<file path="src/rtl/core/rms_pkg.sv">
package rms_pkg;

	// Width of the configuration register index
	localparam int CFG_IDX_W = 3;

	// Configuration register map
	typedef enum logic [CFG_IDX_W-1:0] {
		REG_MODE      = 3'd0,
		REG_PHASE_INC = 3'd1,
		REG_AMPLITUDE = 3'd2,
		REG_OFFS_PROB = 3'd3,
		REG_GATE_LEN  = 3'd4,
		REG_SYNC_EN   = 3'd5,
		REG_SYNC_LVL  = 3'd6,
		REG_SEQ_LEN   = 3'd7
	} reg_idx_t;

	// Trigger actions; codes 5 to 7 do nothing
	localparam int MODE_W = 3;
	typedef enum logic [MODE_W-1:0] {
		MODE_NOISE    = 3'd0,
		MODE_CRAWL    = 3'd1,
		MODE_INTERVAL = 3'd2,
		MODE_CHAOS    = 3'd3,
		MODE_SEQUENCE = 3'd4
	} mode_t;

	// Input beat kinds
	typedef enum logic {
		KIND_TICK  = 1'b0,
		KIND_TABLE = 1'b1
	} kind_t;

endpackage

</file>
<file path="src/rtl/core/rms_if.sv">
// Sample / table-write input channel
interface rms_in_if #(
	parameter int VALUE_BITS = 16,
	parameter int SLOT_BITS  = 4
);
	logic                  valid;
	logic                  ready;
	logic                  kind;
	logic [VALUE_BITS-1:0] mod_level;
	logic [VALUE_BITS-1:0] random_first;
	logic [VALUE_BITS-1:0] random_second;
	logic [SLOT_BITS-1:0]  table_slot;
	logic [VALUE_BITS-1:0] table_word;

	modport source (
		output valid, kind, mod_level, random_first, random_second, table_slot, table_word,
		input  ready
	);
	modport sink (
		input  valid, kind, mod_level, random_first, random_second, table_slot, table_word,
		output ready
	);
endinterface

// Result channel
interface rms_out_if #(
	parameter int VALUE_BITS = 16
);
	logic                  valid;
	logic                  ready;
	logic [VALUE_BITS-1:0] level;
	logic                  gate_out;

	modport source (output valid, level, gate_out, input ready);
	modport sink (input valid, level, gate_out, output ready);
endinterface

// Configuration write channel
interface rms_cfg_if #(
	parameter int IDX_W  = 3,
	parameter int DATA_W = 24
);
	logic              valid;
	logic              ready;
	logic [IDX_W-1:0]  index;
	logic [DATA_W-1:0] data;

	modport source (output valid, index, data, input ready);
	modport sink (input valid, index, data, output ready);
endinterface

</file>
<file path="src/rtl/core/rms_cfg_regs.sv">
module rms_cfg_regs #(
	parameter int SEQ_DEPTH  = 16,
	parameter int PHASE_BITS = 24,
	parameter int VALUE_BITS = 16,
	parameter int LEN_W      = 5
) (
	input  logic                        clk,
	input  logic                        arst_n,
	rms_cfg_if.sink                     cfg,
	output logic [rms_pkg::MODE_W-1:0]  mode,
	output logic                        mode_wr,
	output logic [PHASE_BITS-1:0]       phase_inc,
	output logic [VALUE_BITS-1:0]       amplitude,
	output logic [VALUE_BITS-1:0]       amp_tenth,
	output logic [VALUE_BITS-1:0]       offs_prob,
	output logic [PHASE_BITS-1:0]       gate_len,
	output logic                        sync_en,
	output logic [VALUE_BITS-1:0]       sync_lvl,
	output logic [LEN_W-1:0]            seq_len
);
	import rms_pkg::*;

	// floor(x/10) as x * ceil-ish reciprocal >> (VALUE_BITS+4); exact for x < 2**VALUE_BITS
	localparam int RECIP_SHIFT = VALUE_BITS + 4;
	localparam logic [VALUE_BITS:0] RECIP = (VALUE_BITS+1)'((1 << RECIP_SHIFT) / 10 + 1);

	logic [VALUE_BITS-1:0] wr_value;
	logic [2*VALUE_BITS:0] tenth_prod;
	logic [VALUE_BITS-1:0] tenth_nxt;

	assign cfg.ready  = 1'b1;
	assign wr_value   = cfg.data[VALUE_BITS-1:0];
	assign tenth_prod = {{VALUE_BITS{1'b0}}, RECIP} * {{(VALUE_BITS+1){1'b0}}, wr_value};
	assign tenth_nxt  = VALUE_BITS'(tenth_prod >> RECIP_SHIFT);
	assign mode_wr    = cfg.valid && (reg_idx_t'(cfg.index) == REG_MODE);

	// Register file; amplitude/10 is taken along with the amplitude write
	always_ff @(posedge clk or negedge arst_n) begin
		if (!arst_n) begin
			mode      <= MODE_W'(MODE_NOISE);
			phase_inc <= '0;
			amplitude <= '0;
			amp_tenth <= '0;
			offs_prob <= '0;
			gate_len  <= PHASE_BITS'(1) << (PHASE_BITS - 1);
			sync_en   <= 1'b0;
			sync_lvl  <= VALUE_BITS'(1) << (VALUE_BITS - 1);
			seq_len   <= LEN_W'(SEQ_DEPTH);
		end else if (cfg.valid) begin
			unique case (reg_idx_t'(cfg.index))
				REG_MODE:      mode      <= cfg.data[MODE_W-1:0];
				REG_PHASE_INC: phase_inc <= cfg.data[PHASE_BITS-1:0];
				REG_AMPLITUDE: begin
					amplitude <= wr_value;
					amp_tenth <= tenth_nxt;
				end
				REG_OFFS_PROB: offs_prob <= wr_value;
				REG_GATE_LEN:  gate_len  <= cfg.data[PHASE_BITS-1:0];
				REG_SYNC_EN:   sync_en   <= cfg.data[0];
				REG_SYNC_LVL:  sync_lvl  <= wr_value;
				REG_SEQ_LEN:   seq_len   <= cfg.data[LEN_W-1:0];
				default:       ;
			endcase
		end
	end

endmodule

</file>
<file path="src/rtl/core/rms_seq_mem.sv">
module rms_seq_mem #(
	parameter int SEQ_DEPTH  = 16,
	parameter int VALUE_BITS = 16,
	parameter int ADDR_W     = 4
) (
	input  logic                  clk,
	input  logic                  arst_n,
	input  logic                  we,
	input  logic [ADDR_W-1:0]     waddr,
	input  logic [VALUE_BITS-1:0] wdata,
	input  logic                  re,
	input  logic [ADDR_W-1:0]     raddr,
	output logic [VALUE_BITS-1:0] rdata
);
	logic [VALUE_BITS-1:0] mem [SEQ_DEPTH];
	logic [SEQ_DEPTH-1:0]  vld_q;
	logic [VALUE_BITS-1:0] rd_q;
	logic                  rd_vld_q;

	// Storage array, no reset
	always_ff @(posedge clk) begin
		if (we) begin
			mem[waddr] <= wdata;
		end
		if (re) begin
			rd_q <= mem[raddr];
		end
	end

	// Per-entry written flags; an unwritten entry reads as zero
	always_ff @(posedge clk or negedge arst_n) begin
		if (!arst_n) begin
			vld_q    <= '0;
			rd_vld_q <= 1'b0;
		end else begin
			if (we) begin
				vld_q[waddr] <= 1'b1;
			end
			if (re) begin
				rd_vld_q <= vld_q[raddr];
			end
		end
	end

	assign rdata = rd_vld_q ? rd_q : '0;

endmodule

</file>
<file path="src/rtl/core/rms_core.sv">
module rms_core #(
	parameter int SEQ_DEPTH  = 16,
	parameter int PHASE_BITS = 24,
	parameter int VALUE_BITS = 16,
	parameter int STEP_W     = 4,
	parameter int LEN_W      = 5
) (
	input  logic                        clk,
	input  logic                        arst_n,
	rms_in_if.sink                      din,
	rms_out_if.source                   dout,
	input  logic [rms_pkg::MODE_W-1:0]  mode,
	input  logic                        mode_wr,
	input  logic [PHASE_BITS-1:0]       phase_inc,
	input  logic [VALUE_BITS-1:0]       amplitude,
	input  logic [VALUE_BITS-1:0]       amp_tenth,
	input  logic [VALUE_BITS-1:0]       offs_prob,
	input  logic [PHASE_BITS-1:0]       gate_len,
	input  logic                        sync_en,
	input  logic [VALUE_BITS-1:0]       sync_lvl,
	input  logic [LEN_W-1:0]            seq_len,
	output logic                        mem_we,
	output logic [STEP_W-1:0]           mem_waddr,
	output logic [VALUE_BITS-1:0]       mem_wdata,
	output logic                        mem_re,
	output logic [STEP_W-1:0]           mem_raddr,
	input  logic [VALUE_BITS-1:0]       mem_rdata
);
	import rms_pkg::*;

	localparam logic [VALUE_BITS-1:0] FULL = '1;

	// State
	logic [VALUE_BITS-1:0] held_q;
	logic                  held_in_mem_q;
	logic [PHASE_BITS-1:0] phase_q;
	logic                  gate_q;
	logic                  latch_q;
	logic [STEP_W-1:0]     step_q;

	// Output stage
	logic                  out_valid_q;
	logic [VALUE_BITS-1:0] out_level_q;
	logic                  out_gate_q;
	logic                  out_from_mem_q;

	logic                    accept;
	logic                    tick;
	logic [VALUE_BITS-1:0]   held_cur;
	logic                    trig;
	logic                    latch_nxt;
	logic [VALUE_BITS-1:0]   mul_a;
	logic [2*VALUE_BITS-1:0] prod;
	logic [VALUE_BITS-1:0]   scaled;
	logic [VALUE_BITS:0]     noise_sum;
	logic [VALUE_BITS:0]     up_sum;
	logic [VALUE_BITS-1:0]   crawl_up;
	logic [VALUE_BITS-1:0]   crawl_dn;
	logic                    change;
	logic [LEN_W-1:0]        len_eff;
	logic [LEN_W-1:0]        step_inc;
	logic [VALUE_BITS-1:0]   held_nxt;
	logic                    gate_trig;
	logic [STEP_W-1:0]       step_nxt;
	logic                    seq_rd;
	logic [PHASE_BITS:0]     phase_sum;
	logic [PHASE_BITS-1:0]   phase_nxt;
	logic                    gate_nxt;

	// Handshake: output register frees as it drains
	assign din.ready = !out_valid_q || dout.ready;
	assign accept    = din.valid && din.ready;
	assign tick      = accept && (kind_t'(din.kind) == KIND_TICK);

	// Held value may still sit in the memory read register after a sequence step
	assign held_cur = held_in_mem_q ? mem_rdata : held_q;

	// Trigger decision
	always_comb begin
		trig      = 1'b0;
		latch_nxt = latch_q;
		if (!sync_en) begin
			trig = (phase_q == '0);
		end else if (latch_q) begin
			latch_nxt = (din.mod_level >= sync_lvl);
		end else if (din.mod_level >= sync_lvl) begin
			latch_nxt = 1'b1;
			trig      = 1'b1;
		end
	end

	// Shared scaler: random draw times amplitude
	assign mul_a  = (mode_t'(mode) == MODE_CHAOS) ? din.random_second : din.random_first;
	assign prod   = {{VALUE_BITS{1'b0}}, mul_a} * {{VALUE_BITS{1'b0}}, amplitude};
	assign scaled = prod[2*VALUE_BITS-1:VALUE_BITS];

	assign noise_sum = {1'b0, scaled} + {1'b0, offs_prob};
	assign up_sum    = {1'b0, held_cur} + {1'b0, amp_tenth};
	assign crawl_up  = up_sum[VALUE_BITS] ? FULL : up_sum[VALUE_BITS-1:0];
	assign crawl_dn  = (held_cur > amp_tenth) ? (held_cur - amp_tenth) : '0;
	assign change    = din.random_first > offs_prob;

	// Sequence step wraps at the effective length
	assign len_eff  = (seq_len == '0) ? LEN_W'(1) :
		(seq_len > LEN_W'(SEQ_DEPTH)) ? LEN_W'(SEQ_DEPTH) : seq_len;
	assign step_inc = LEN_W'(step_q) + LEN_W'(1);

	// Mode action on a trigger
	always_comb begin
		held_nxt  = held_cur;
		gate_trig = gate_q;
		step_nxt  = step_q;
		seq_rd    = 1'b0;
		if (trig) begin
			case (mode_t'(mode))
				MODE_NOISE: begin
					held_nxt  = noise_sum[VALUE_BITS] ? FULL : noise_sum[VALUE_BITS-1:0];
					gate_trig = 1'b1;
				end
				MODE_CRAWL: begin
					held_nxt  = (step_q == '0) ? crawl_up : crawl_dn;
					gate_trig = 1'b1;
					if (change) begin
						step_nxt = (step_q == '0) ? STEP_W'(1) : '0;
					end
				end
				MODE_INTERVAL: begin
					if (change) begin
						if (held_cur == amplitude) begin
							held_nxt = '0;
						end else begin
							held_nxt  = amplitude;
							gate_trig = 1'b1;
						end
					end
				end
				MODE_CHAOS: begin
					if (change) begin
						held_nxt  = scaled;
						gate_trig = 1'b1;
					end
				end
				MODE_SEQUENCE: begin
					step_nxt  = (step_inc >= len_eff) ? '0 : step_inc[STEP_W-1:0];
					seq_rd    = 1'b1;
					gate_trig = 1'b1;
				end
				default: ;
			endcase
		end
	end

	// Phase advance, wrap to zero on carry, then gate
	assign phase_sum = {1'b0, phase_q} + {1'b0, phase_inc};
	assign phase_nxt = phase_sum[PHASE_BITS] ? '0 : phase_sum[PHASE_BITS-1:0];
	assign gate_nxt  = sync_en ? latch_nxt : ((phase_nxt > gate_len) ? 1'b0 : gate_trig);

	// Table access
	assign mem_we    = accept && (kind_t'(din.kind) == KIND_TABLE) &&
		({1'b0, din.table_slot} < (STEP_W+1)'(SEQ_DEPTH));
	assign mem_waddr = din.table_slot;
	assign mem_wdata = din.table_word;
	assign mem_re    = tick && seq_rd;
	assign mem_raddr = step_nxt;

	// State update
	always_ff @(posedge clk or negedge arst_n) begin
		if (!arst_n) begin
			held_q        <= '0;
			held_in_mem_q <= 1'b0;
			phase_q       <= '0;
			gate_q        <= 1'b0;
			latch_q       <= 1'b0;
			step_q        <= '0;
		end else if (mode_wr) begin
			step_q <= '0;
		end else if (tick) begin
			if (seq_rd) begin
				held_in_mem_q <= 1'b1;
			end else begin
				held_q        <= held_nxt;
				held_in_mem_q <= 1'b0;
			end
			phase_q <= phase_nxt;
			gate_q  <= gate_nxt;
			latch_q <= latch_nxt;
			step_q  <= step_nxt;
		end
	end

	// Output register
	always_ff @(posedge clk or negedge arst_n) begin
		if (!arst_n) begin
			out_valid_q <= 1'b0;
		end else if (tick) begin
			out_valid_q <= 1'b1;
		end else if (dout.ready) begin
			out_valid_q <= 1'b0;
		end
	end

	always_ff @(posedge clk) begin
		if (tick) begin
			out_level_q    <= held_nxt;
			out_gate_q     <= gate_nxt;
			out_from_mem_q <= seq_rd;
		end
	end

	assign dout.valid    = out_valid_q;
	assign dout.level    = out_from_mem_q ? mem_rdata : out_level_q;
	assign dout.gate_out = out_gate_q;

endmodule

</file>
<file path="src/rtl/core/random_modulation_source.sv">
// Random modulation source.
// Channels: din carries one beat per sample tick (kind = tick) with the external
// modulation level and two uniform random draws, or a sequence table write
// (kind = table) of table_word into table_slot. dout returns one beat per tick:
// the held level and the gate. Table writes return nothing. cfg writes one
// register per beat and is always ready; write it only while the block is idle.
// Throughput: one din beat per cycle while dout.ready holds. Latency: a tick's
// result is on dout the cycle after its din beat. The update is a combinational
// read of the state registers plus one multiplier; the sequence table is a synchronous
// memory whose read lands in the cycle after the tick, feeding dout directly.
// Stall: dout is a one-entry output register; din.ready stays high while that
// register is empty or draining, and drops while a result waits unread.
// Reset: all state clears, the table reads as zero until written, registers
// take their defaults (gate length and sync level at half scale, sequence
// length at full depth). No clearing pass is needed.
module random_modulation_source #(
	parameter int SEQ_DEPTH  = 16,
	parameter int PHASE_BITS = 24,
	parameter int VALUE_BITS = 16
) (
	input  logic      clk,
	input  logic      arst_n,
	rms_cfg_if.sink   cfg,
	rms_in_if.sink    din,
	rms_out_if.source dout
);
	import rms_pkg::*;

	localparam int STEP_W = (SEQ_DEPTH > 1) ? $clog2(SEQ_DEPTH) : 1;
	localparam int LEN_W  = $clog2(SEQ_DEPTH + 1);

	logic [MODE_W-1:0]     mode;
	logic                  mode_wr;
	logic [PHASE_BITS-1:0] phase_inc;
	logic [VALUE_BITS-1:0] amplitude;
	logic [VALUE_BITS-1:0] amp_tenth;
	logic [VALUE_BITS-1:0] offs_prob;
	logic [PHASE_BITS-1:0] gate_len;
	logic                  sync_en;
	logic [VALUE_BITS-1:0] sync_lvl;
	logic [LEN_W-1:0]      seq_len;

	logic                  mem_we;
	logic [STEP_W-1:0]     mem_waddr;
	logic [VALUE_BITS-1:0] mem_wdata;
	logic                  mem_re;
	logic [STEP_W-1:0]     mem_raddr;
	logic [VALUE_BITS-1:0] mem_rdata;

	rms_cfg_regs #(
		.SEQ_DEPTH  (SEQ_DEPTH),
		.PHASE_BITS (PHASE_BITS),
		.VALUE_BITS (VALUE_BITS),
		.LEN_W      (LEN_W)
	) u_regs (
		.clk       (clk),
		.arst_n    (arst_n),
		.cfg       (cfg),
		.mode      (mode),
		.mode_wr   (mode_wr),
		.phase_inc (phase_inc),
		.amplitude (amplitude),
		.amp_tenth (amp_tenth),
		.offs_prob (offs_prob),
		.gate_len  (gate_len),
		.sync_en   (sync_en),
		.sync_lvl  (sync_lvl),
		.seq_len   (seq_len)
	);

	rms_seq_mem #(
		.SEQ_DEPTH  (SEQ_DEPTH),
		.VALUE_BITS (VALUE_BITS),
		.ADDR_W     (STEP_W)
	) u_mem (
		.clk    (clk),
		.arst_n (arst_n),
		.we     (mem_we),
		.waddr  (mem_waddr),
		.wdata  (mem_wdata),
		.re     (mem_re),
		.raddr  (mem_raddr),
		.rdata  (mem_rdata)
	);

	rms_core #(
		.SEQ_DEPTH  (SEQ_DEPTH),
		.PHASE_BITS (PHASE_BITS),
		.VALUE_BITS (VALUE_BITS),
		.STEP_W     (STEP_W),
		.LEN_W      (LEN_W)
	) u_core (
		.clk       (clk),
		.arst_n    (arst_n),
		.din       (din),
		.dout      (dout),
		.mode      (mode),
		.mode_wr   (mode_wr),
		.phase_inc (phase_inc),
		.amplitude (amplitude),
		.amp_tenth (amp_tenth),
		.offs_prob (offs_prob),
		.gate_len  (gate_len),
		.sync_en   (sync_en),
		.sync_lvl  (sync_lvl),
		.seq_len   (seq_len),
		.mem_we    (mem_we),
		.mem_waddr (mem_waddr),
		.mem_wdata (mem_wdata),
		.mem_re    (mem_re),
		.mem_raddr (mem_raddr),
		.mem_rdata (mem_rdata)
	);

endmodule

</file>
<file path="src/flat_wrapper.sv">
// flat-port wrapper written by rule: the top's interface ports become plain ports
module random_modulation_source_flat import rms_pkg::*;
#(
	parameter int SEQ_DEPTH  = 16,
	parameter int PHASE_BITS = 24,
	parameter int VALUE_BITS = 16
)
  (clk, arst_n, cfg_valid, cfg_index, cfg_data, cfg_ready, din_valid, din_kind, din_mod_level, din_random_first, din_random_second, din_table_slot, din_table_word, din_ready, dout_valid, dout_level, dout_gate_out, dout_ready);
  rms_cfg_if cfg_i ();
  rms_in_if #(.VALUE_BITS(VALUE_BITS)) din_i ();
  rms_out_if #(.VALUE_BITS(VALUE_BITS)) dout_i ();
  input  logic clk;
  input  logic arst_n;
  input wire logic [$bits(cfg_i.valid)-1:0] cfg_valid;
  input wire logic [$bits(cfg_i.index)-1:0] cfg_index;
  input wire logic [$bits(cfg_i.data)-1:0] cfg_data;
  output wire logic [$bits(cfg_i.ready)-1:0] cfg_ready;
  input wire logic [$bits(din_i.valid)-1:0] din_valid;
  input wire logic [$bits(din_i.kind)-1:0] din_kind;
  input wire logic [$bits(din_i.mod_level)-1:0] din_mod_level;
  input wire logic [$bits(din_i.random_first)-1:0] din_random_first;
  input wire logic [$bits(din_i.random_second)-1:0] din_random_second;
  input wire logic [$bits(din_i.table_slot)-1:0] din_table_slot;
  input wire logic [$bits(din_i.table_word)-1:0] din_table_word;
  output wire logic [$bits(din_i.ready)-1:0] din_ready;
  output wire logic [$bits(dout_i.valid)-1:0] dout_valid;
  output wire logic [$bits(dout_i.level)-1:0] dout_level;
  output wire logic [$bits(dout_i.gate_out)-1:0] dout_gate_out;
  input wire logic [$bits(dout_i.ready)-1:0] dout_ready;
  assign cfg_i.valid = cfg_valid;
  assign cfg_i.index = cfg_index;
  assign cfg_i.data = cfg_data;
  assign cfg_ready = cfg_i.ready;
  assign din_i.valid = din_valid;
  assign din_i.kind = din_kind;
  assign din_i.mod_level = din_mod_level;
  assign din_i.random_first = din_random_first;
  assign din_i.random_second = din_random_second;
  assign din_i.table_slot = din_table_slot;
  assign din_i.table_word = din_table_word;
  assign din_ready = din_i.ready;
  assign dout_valid = dout_i.valid;
  assign dout_level = dout_i.level;
  assign dout_gate_out = dout_i.gate_out;
  assign dout_i.ready = dout_ready;
  random_modulation_source #(.SEQ_DEPTH(SEQ_DEPTH), .PHASE_BITS(PHASE_BITS), .VALUE_BITS(VALUE_BITS)) u_core (.clk(clk), .arst_n(arst_n), .cfg(cfg_i), .din(din_i), .dout(dout_i));
endmodule
</file>
<file path="config.mk">
export PLATFORM = sky130hd
export DESIGN_NAME = random_modulation_source_flat
export DESIGN_NICKNAME = d
export VERILOG_FILES = /design/src/rtl/core/rms_pkg.sv /design/src/rtl/core/rms_if.sv /design/src/rtl/core/rms_cfg_regs.sv /design/src/rtl/core/rms_seq_mem.sv /design/src/rtl/core/rms_core.sv /design/src/rtl/core/random_modulation_source.sv /design/src/flat_wrapper.sv
export SDC_FILE = /design/constraint.sdc
export NUM_CORES = 2
export LEC_CHECK = 0
export BUFFER_PORTS_ARGS = -buffer_cell sky130_fd_sc_hd__buf_4
export CAP_MARGIN = 20
export CELL_PAD_IN_SITES_DETAIL_PLACEMENT = 1
export CELL_PAD_IN_SITES_GLOBAL_PLACEMENT = 1
export CORE_UTILIZATION = 39
export DETAILED_ROUTE_END_ITERATION = 8
export PLACE_DENSITY_LB_ADDON = 0.1
export SLEW_MARGIN = 15
export SYNTH_ARGS = -nofsm -noshare
export SYNTH_HDL_FRONTEND = slang
export SYNTH_SLANG_ARGS = --single-unit
</file>
<file path="constraint.sdc">
create_clock -name clk -period 8.7 [get_ports clk]
set_clock_uncertainty 0.05 [all_clocks]
set_input_delay 1.74 -clock clk [delete_from_list [all_inputs] [get_ports clk]]
set_output_delay 1.74 -clock clk [all_outputs]
set_load 0.005 [all_outputs]
</file>
== After elaboration in Yosys (flattened, before gate mapping) ==
Memory sizes are Yosys's and may differ from the RTL's. A register that Yosys moved wholly into a read port is not among the register bits.
Cells that the tools add are included.
Widths: inputs -> output; s select.

* Output and inout port bits: 20
* Input bits: 101
* Word-level logic and storage cells: 126
* Flip-flop bits (word level): 201
* Memories: 1
* Bits in writable memories: 256

* Reduce and logical (&&, ||, !) cells: 26
* $add $sub $neg: 5
* $lt $le $gt $ge: 9
* Muxes and demuxes: 46
* Bitwise logic cells: 4
* Eq/ne operators: 12
* Multiply operators: 2

{| class="wikitable"
|+ Memories
! name !! words !! width !! rd ports !! clocked after memory_dff !! write ports !! RTL line !! text
|-
| u_core.u_mem.mem || 16 || 16 || 1 || 1 || 1 || rms_seq_mem.sv:15 || <nowiki>logic [VALUE_BITS-1:0] mem [SEQ_DEPTH];</nowiki>
|}

{| class="wikitable"
|+ Operators by type and width
! cell !! count
|-
| $mux 16 || 12
|-
| $pmux 16 s4 || 1
|-
| $mul 16x16->32 || 1
|-
| $mul 16x16->32 const A || 1
|-
| $add 24x24->25 || 1
|-
| $gt 24x24->1 || 1
|-
| $logic_not 24->1 || 1
|-
| $mux 24 || 1
|-
| $mux 1 || 21
|-
| $mux 4 || 5
|-
| $reduce_and 2->1 || 9
|-
| $add 16x13->17 || 1
|-
| $add 16x16->17 || 1
|-
| $eq 16x16->1 || 1
|-
| $ge 16x16->1 || 1
|-
| $gt 16x13->1 || 1
|-
| $gt 16x16->1 || 1
|-
| $or 16x16->16 || 1
|-
| $sub 16x13->16 || 1
|-
| $eq 3x3->1 const B || 5
|-
| $eq 3x2->1 const B || 4
|-
| $lt 4x5->1 const B || 2
|-
| $mux 5 || 2
|-
| $pmux 4 s2 || 1
|-
| 18 further kinds || 28
|}

== Depth between registers and ports, before layout ==
* Depth in word-level cells: 9
* Depth in mapped cells: 43
* Mapped depth without buffers: 39

== Cells and area by module ==
A second synthesis with hierarchy kept.

* Cell total of the unflattened synthesis: 3478
* Area total of the unflattened synthesis: 37898.8 um^2

{| class="wikitable"
|+ By module, submodules not included
! module !! cells an instance !! seq. area each (um^2) !! area an instance (um^2) !! instances
|-
| rms_core || 2297 || 1741.7 || 18532.8 || 1
|-
| rms_seq_mem || 453 || 8593.2 || 10991.8 || 1
|-
| rms_cfg_regs || 728 || 2956.6 || 8374.3 || 1
|}

== Worst setup path before layout ==
No wires, ideal clock.

* Path type: input port to flip-flop
* Start point: input din_random_first[7]
* End point: register u_core.u_core.held_q[7]
* Required time: 8.525 ns
* Slack: -0.965 ns
* Data arrival time: 9.491 ns
* Stages on the path: 35
* Buffers on the path: 2
* Setup time: 0.125 ns
* Cells stage by stage: nand2_1 > nand2_1 > clkbuf_1 > nand2_1 > fa_1 > inv_1 > fa_1 > inv_1 > fa_1 > inv_1 > fa_1 > fa_1 > inv_1 > fa_1 > inv_1 > ha_1 > and4_1 > nand3_1 > o21bai_1 > a21oi_1 > and3b_1 > a221oi_1 > xor2_1 > ha_1 > o21a_1 > o31a_1 > o31ai_1 > a21oi_1 > o221ai_1 > o21ai_1 > clkbuf_1 > o21ai_1 > a41oi_1 > o21bai_1 > mux2_2

* Longest elaborated chain between the ends: 6
* Elaborated cells on any way between the ends: 9
* Classes of those cells: add/sub (1); mul (1); order compare (1); mux (6)

{| class="wikitable"
|+ RTL lines
! what !! RTL line !! text
|-
| start: declaration || flat_wrapper.sv:21 || <nowiki>input wire logic [$bits(din_i.random_first)-1:0] din_random_first;</nowiki>
|-
| $mux 16 || rms_core.sv:93 || <nowiki>assign mul_a = (mode_t'(mode) == MODE_CHAOS) ? din.random_second : din.random_first;</nowiki>
|-
| $mul 16x16->32 || rms_core.sv:94 || <nowiki>assign prod = {{VALUE_BITS{1'b0}}, mul_a} * {{VALUE_BITS{1'b0}}, amplitude};</nowiki>
|-
| $add 16x16->17 || rms_core.sv:97 || <nowiki>assign noise_sum = {1'b0, scaled} + {1'b0, offs_prob};</nowiki>
|-
| $mux 16 || rms_core.sv:117 || <nowiki>held_nxt = noise_sum[VALUE_BITS] ? FULL : noise_sum[VALUE_BITS-1:0];</nowiki>
|-
| $pmux 16 s4 (*) || rms_core.sv:115 || <nowiki>case (mode_t'(mode))</nowiki>
|-
| $mux 16 (*) || rms_core.sv:114 || <nowiki>if (trig) begin</nowiki>
|-
| via u_core.u_core.held_nxt[7] || rms_core.sv:62 || <nowiki>logic [VALUE_BITS-1:0] held_nxt;</nowiki>
|-
| end signal: assignment || rms_core.sv:181 || <nowiki>held_q <= held_nxt;</nowiki>
|-
| end: declaration || rms_core.sv:34 || <nowiki>logic [VALUE_BITS-1:0] held_q;</nowiki>
|}

Mark *: on every way through the listed nets, which the timed path passes. The rest lies on a longest branch.
A chain may end at the register's enable or synchronous reset.

== Final worst setup path ==
* Start point: input din_random_first[9]
* End point: register u_core.u_core.held_q[14]

Same word-level chain as after synthesis.

==> impl_metrics.tcl <==
set metrics [dict create \
    cap_violations 0 \
    route.antenna.remaining_nets 0 \
    antenna_found_initial 1 \
    die-area_um2 96600 \
    cts_buffer_depth 3 \
    fin_nets 4649 \
    r2r-end "u_core.u_core.held_q[14]" \
    cts_tree "built" \
    rr_worst_depth 38 \
    grt_pass1_vias 31353 \
    layout-drive-gt1-share_pct 22.3 \
    reg2reg_slack_ps -190 \
    worstSkewPairLatency_ps 610 \
    ys_warn_count 0 \
    ios 121 \
    cpPeakStageDelay_ps 540 \
    dp_hpwl_mm 94.7 \
    drt-vias-per-instance 5.43 \
    cts_made_buffers 51 \
    use_met3_pct 2.32 \
    layout_setup_ws_ps -319 \
    hold_end "u_core.u_mem.vld_q[5]" \
    synthCells 3620 \
    synth_area_um2 37200 \
    start_kind "input port" \
    finalSetupViolations 30 \
    worst-path-max-fanout 5 \
    die_h_um 311 \
    crit_path_top_delay_cell "fa_1" \
    hp-class "flip-flop to flip-flop" \
    min_period_over_period_pct 104 \
    final_area_um2 44200 \
    use_met1_pct 33.3 \
    gr-usage-all-layers_pct 25.3 \
    synthArstFlopShare_pct 38.7 \
    die_w_um 311 \
    hp-start "u_core.u_mem.vld_q[5]" \
    final-hold-violation-count 0 \
    crit_path_end_kind "flip-flop" \
    avgSynthCellArea_um2 10.3 \
    syn_to_final_growth_pct 18.8 \
    cts-root-buf "clkbuf_16" \
    postCtsHoldBufs 0 \
    firstDrtPassIters 5 \
    vias 28404 \
    fill_cells 10345 \
    crit_path_frequent_cell "fa_1" \
    violations "setup timing" \
    synth-edff-count 290 \
    gp_congestion 0.935 \
    ys.flop_type "edfxtp_1" \
    seq_area_frac_synth_pct 35.7 \
    row_count 112 \
    synth_cell_types 95 \
    core_area_um2 93900 \
    clkSlewWorstSetupHoldPaths_ps 60 \
    routedWlPerCell_um 23.4 \
    crit_type "input port to flip-flop" \
    holdWs_ps 418 \
    htreeDepth 2 \
    cp.arrival_ps 9450 \
    finalSetupTns_ps -4460 \
    worstReg2RegStart "u_core.u_regs.mode[1]" \
    finalWirelength_mm 122 \
    worstMarginPinSlew_ps 1140 \
    drcViolationCount 0 \
    relSlewSlack_pct 24.0 \
    grt_setup_unrepaired "yes" \
    place_area_um2 41200 \
    clock_sinks 473 \
    ys_ff_latch 473 \
    min_period_ps 9020 \
    worstHoldPathCells 1 \
    drtIter0Drc 1354 \
    grt-ovfl-total 0 \
    port_buffers 119 \
    grt_max_degree 118 \
    slew_viol_final 0 \
    start_util_pct 39.6 \
    grt.busiest_layer "met2" \
    grt_pass1_wl_mm 188 \
    antenna_cells 0 \
    met2_usage_pct 43.9 \
    crit_required_ps 9130 \
    utilization_pct 47.0 \
    synth_nets 4336 \
    fmax_ghz 0.111 \
    status "finished, violations left" \
]
-- metrics by stage --
| stage | setup slack, ps | instances |
|---|---|---|
| after floorplan | -309 | 3620 |
| after global placement | -1140 | 5091 |
| after detailed placement | -1280 | 5092 |
| after CTS | -196 | 5215 |
| after global routing | -565 | 5227 |
| final | -319 | 5227 |
-- cells by family (layout without fill, tap and decap cells) --
family | after synthesis | count (layout) | synth area share, %
buf+inv | 637 | 990 | 6.79
xor+xnor | 79 | 79 | 1.88
simple gates | 1033 | 1033 | 13.3
flops | 473 | 473 | 35.7
fa+ha+maj | 615 | 615 | 26.0
mux | 153 | 153 | 4.49
other cells | 1 | 1 | 0.0101
compound gates | 629 | 629 | 11.8
-- synthesized netlist by cell type, types with 8 or more instances --
library cell | number | area share [%]
nor2_1 | 144 | 1.5
a221o_1 | 22 | 0.59
or3_1 | 9 | 0.15
and2_1 | 182 | 3.1
o22ai_1 | 9 | 0.15
dfrtp_1 | 180 | 12
mux2i_1 | 42 | 1.1
xnor2_1 | 49 | 1.2
a21o_1 | 42 | 0.85
a211oi_1 | 53 | 1.1
clkbuf_1 | 111 | 1.1
o21ai_1 | 10 | 0.13
mux2_2 | 111 | 3.4
a211o_1 | 8 | 0.19
buf_1 | 8 | 0.081
nand4_1 | 23 | 0.39
buf_2 | 23 | 0.31
a21boi_0 | 8 | 0.16
edfxtp_1 | 290 | 23
a211oi_2 | 17 | 0.57
nand3_1 | 69 | 0.93
nand2b_1 | 23 | 0.39
or2_2 | 22 | 0.37
nand2_1 | 441 | 4.5
o21bai_1 | 17 | 0.34
and3_1 | 23 | 0.39
o21ai_0 | 150 | 2.0
a21oi_1 | 95 | 1.3
inv_1 | 478 | 4.8
o32ai_1 | 17 | 0.40
nor2b_1 | 25 | 0.42
o21a_1 | 24 | 0.48
nor4_1 | 14 | 0.24
buf_6 | 11 | 0.33
o31ai_1 | 9 | 0.18
a31oi_1 | 48 | 0.81
ha_1 | 352 | 12
o211ai_1 | 14 | 0.28
xor2_1 | 29 | 0.68
fa_1 | 263 | 14
nor3_1 | 32 | 0.43
-- state kept, by name (all words and copies together), names as in the netlist, 3 cells and up --
signal	count
u_core.u_regs.amplitude	16
u_core.u_mem.rd_q	16
u_core.u_core.held_q	16
u_core.u_regs.amp_tenth	13
u_core.u_mem.mem	256
u_core.u_core.out_level_q	16
u_core.u_regs.gate_len	24
u_core.u_regs.phase_inc	24
u_core.u_regs.seq_len	5
u_core.u_regs.sync_lvl	16
u_core.u_core.phase_q	24
u_core.u_regs.offs_prob	16
u_core.u_core.step_q	4
u_core.u_mem.vld_q	16
u_core.u_regs.mode	3
-- layout by cell type (no fill, tap or decap), types with 31 or more instances in the layout --
| cell type | count |
|---|---|
| a211oi_1 | 52 |
| a21o_1 | 42 |
| a21oi_1 | 80 |
| a31oi_1 | 47 |
| and2_1 | 168 |
| buf_4 | 378 |
| buf_6 | 31 |
| clkbuf_16 | 53 |
| dfrtp_1 | 180 |
| edfxtp_1 | 290 |
| fa_1 | 250 |
| ha_1 | 342 |
| inv_1 | 453 |
| mux2_2 | 104 |
| mux2i_1 | 42 |
| nand2_1 | 392 |
| nand3_1 | 63 |
| nor2_1 | 126 |
| o21ai_0 | 134 |
| xnor2_1 | 46 |
-- area by class of cell --
cell class / instances / area (um^2) / area share [%]
inverter: 478 / 1790 / 4.06
sequential: 473 / 13300 / 30.1
clock inverter: 30 / 312 / 0.706
tap: 1254 / 1570 / 3.55
clock buffer: 63 / 1400 / 3.18
multi-input combinational: 2510 / 22400 / 50.8
timing repair buffer: 419 / 3370 / 7.62
-- per-layer routing --
layer / wire length [um] / up-vias
met5: 0 / -
met4: 3980 / 0
met3: 4240 / 173
met2: 60800 / 562
met1: 53400 / 14682
li1: - / 12987
-- repair_timing --
action                                  in CTS  in global routing
pin swaps                                   82                 69
endpoints found under the setup margin      32                 32
gates cloned                                 0                  0
gates resized for setup                    140                 98
buffers inserted                            33                 11
-- worst max-delay path, delay by kind of cell --
family                     cells  cell delay, ps
AOI/OAI and AO/OA              9            1520
buffers and inverters          9             790
and+or+nand+nor                8            1070
adders and majority gates      8            3710
xor gates and xnor gates       1             180
muxes                          2             430
-- worst max-delay path by stage --
stage                    startpoint                        to  cells past startpoint
2_1_floorplan  din_random_second[1]   u_core.u_core.held_q[7]                     32
3_3_place_gp    din_random_first[5]   u_core.u_core.held_q[9]                     34
3_5_place_dp    din_random_first[5]   u_core.u_core.held_q[9]                     34
4_1_cts         din_random_first[7]  u_core.u_core.held_q[15]                     38
5_1_grt         din_random_first[7]  u_core.u_core.held_q[14]                     38
6_report        din_random_first[9]  u_core.u_core.held_q[14]                     37
Power is left out: the tool's default activity adds up to more than one toggle a clock period on the data nets, which glitch-free logic cannot reach.
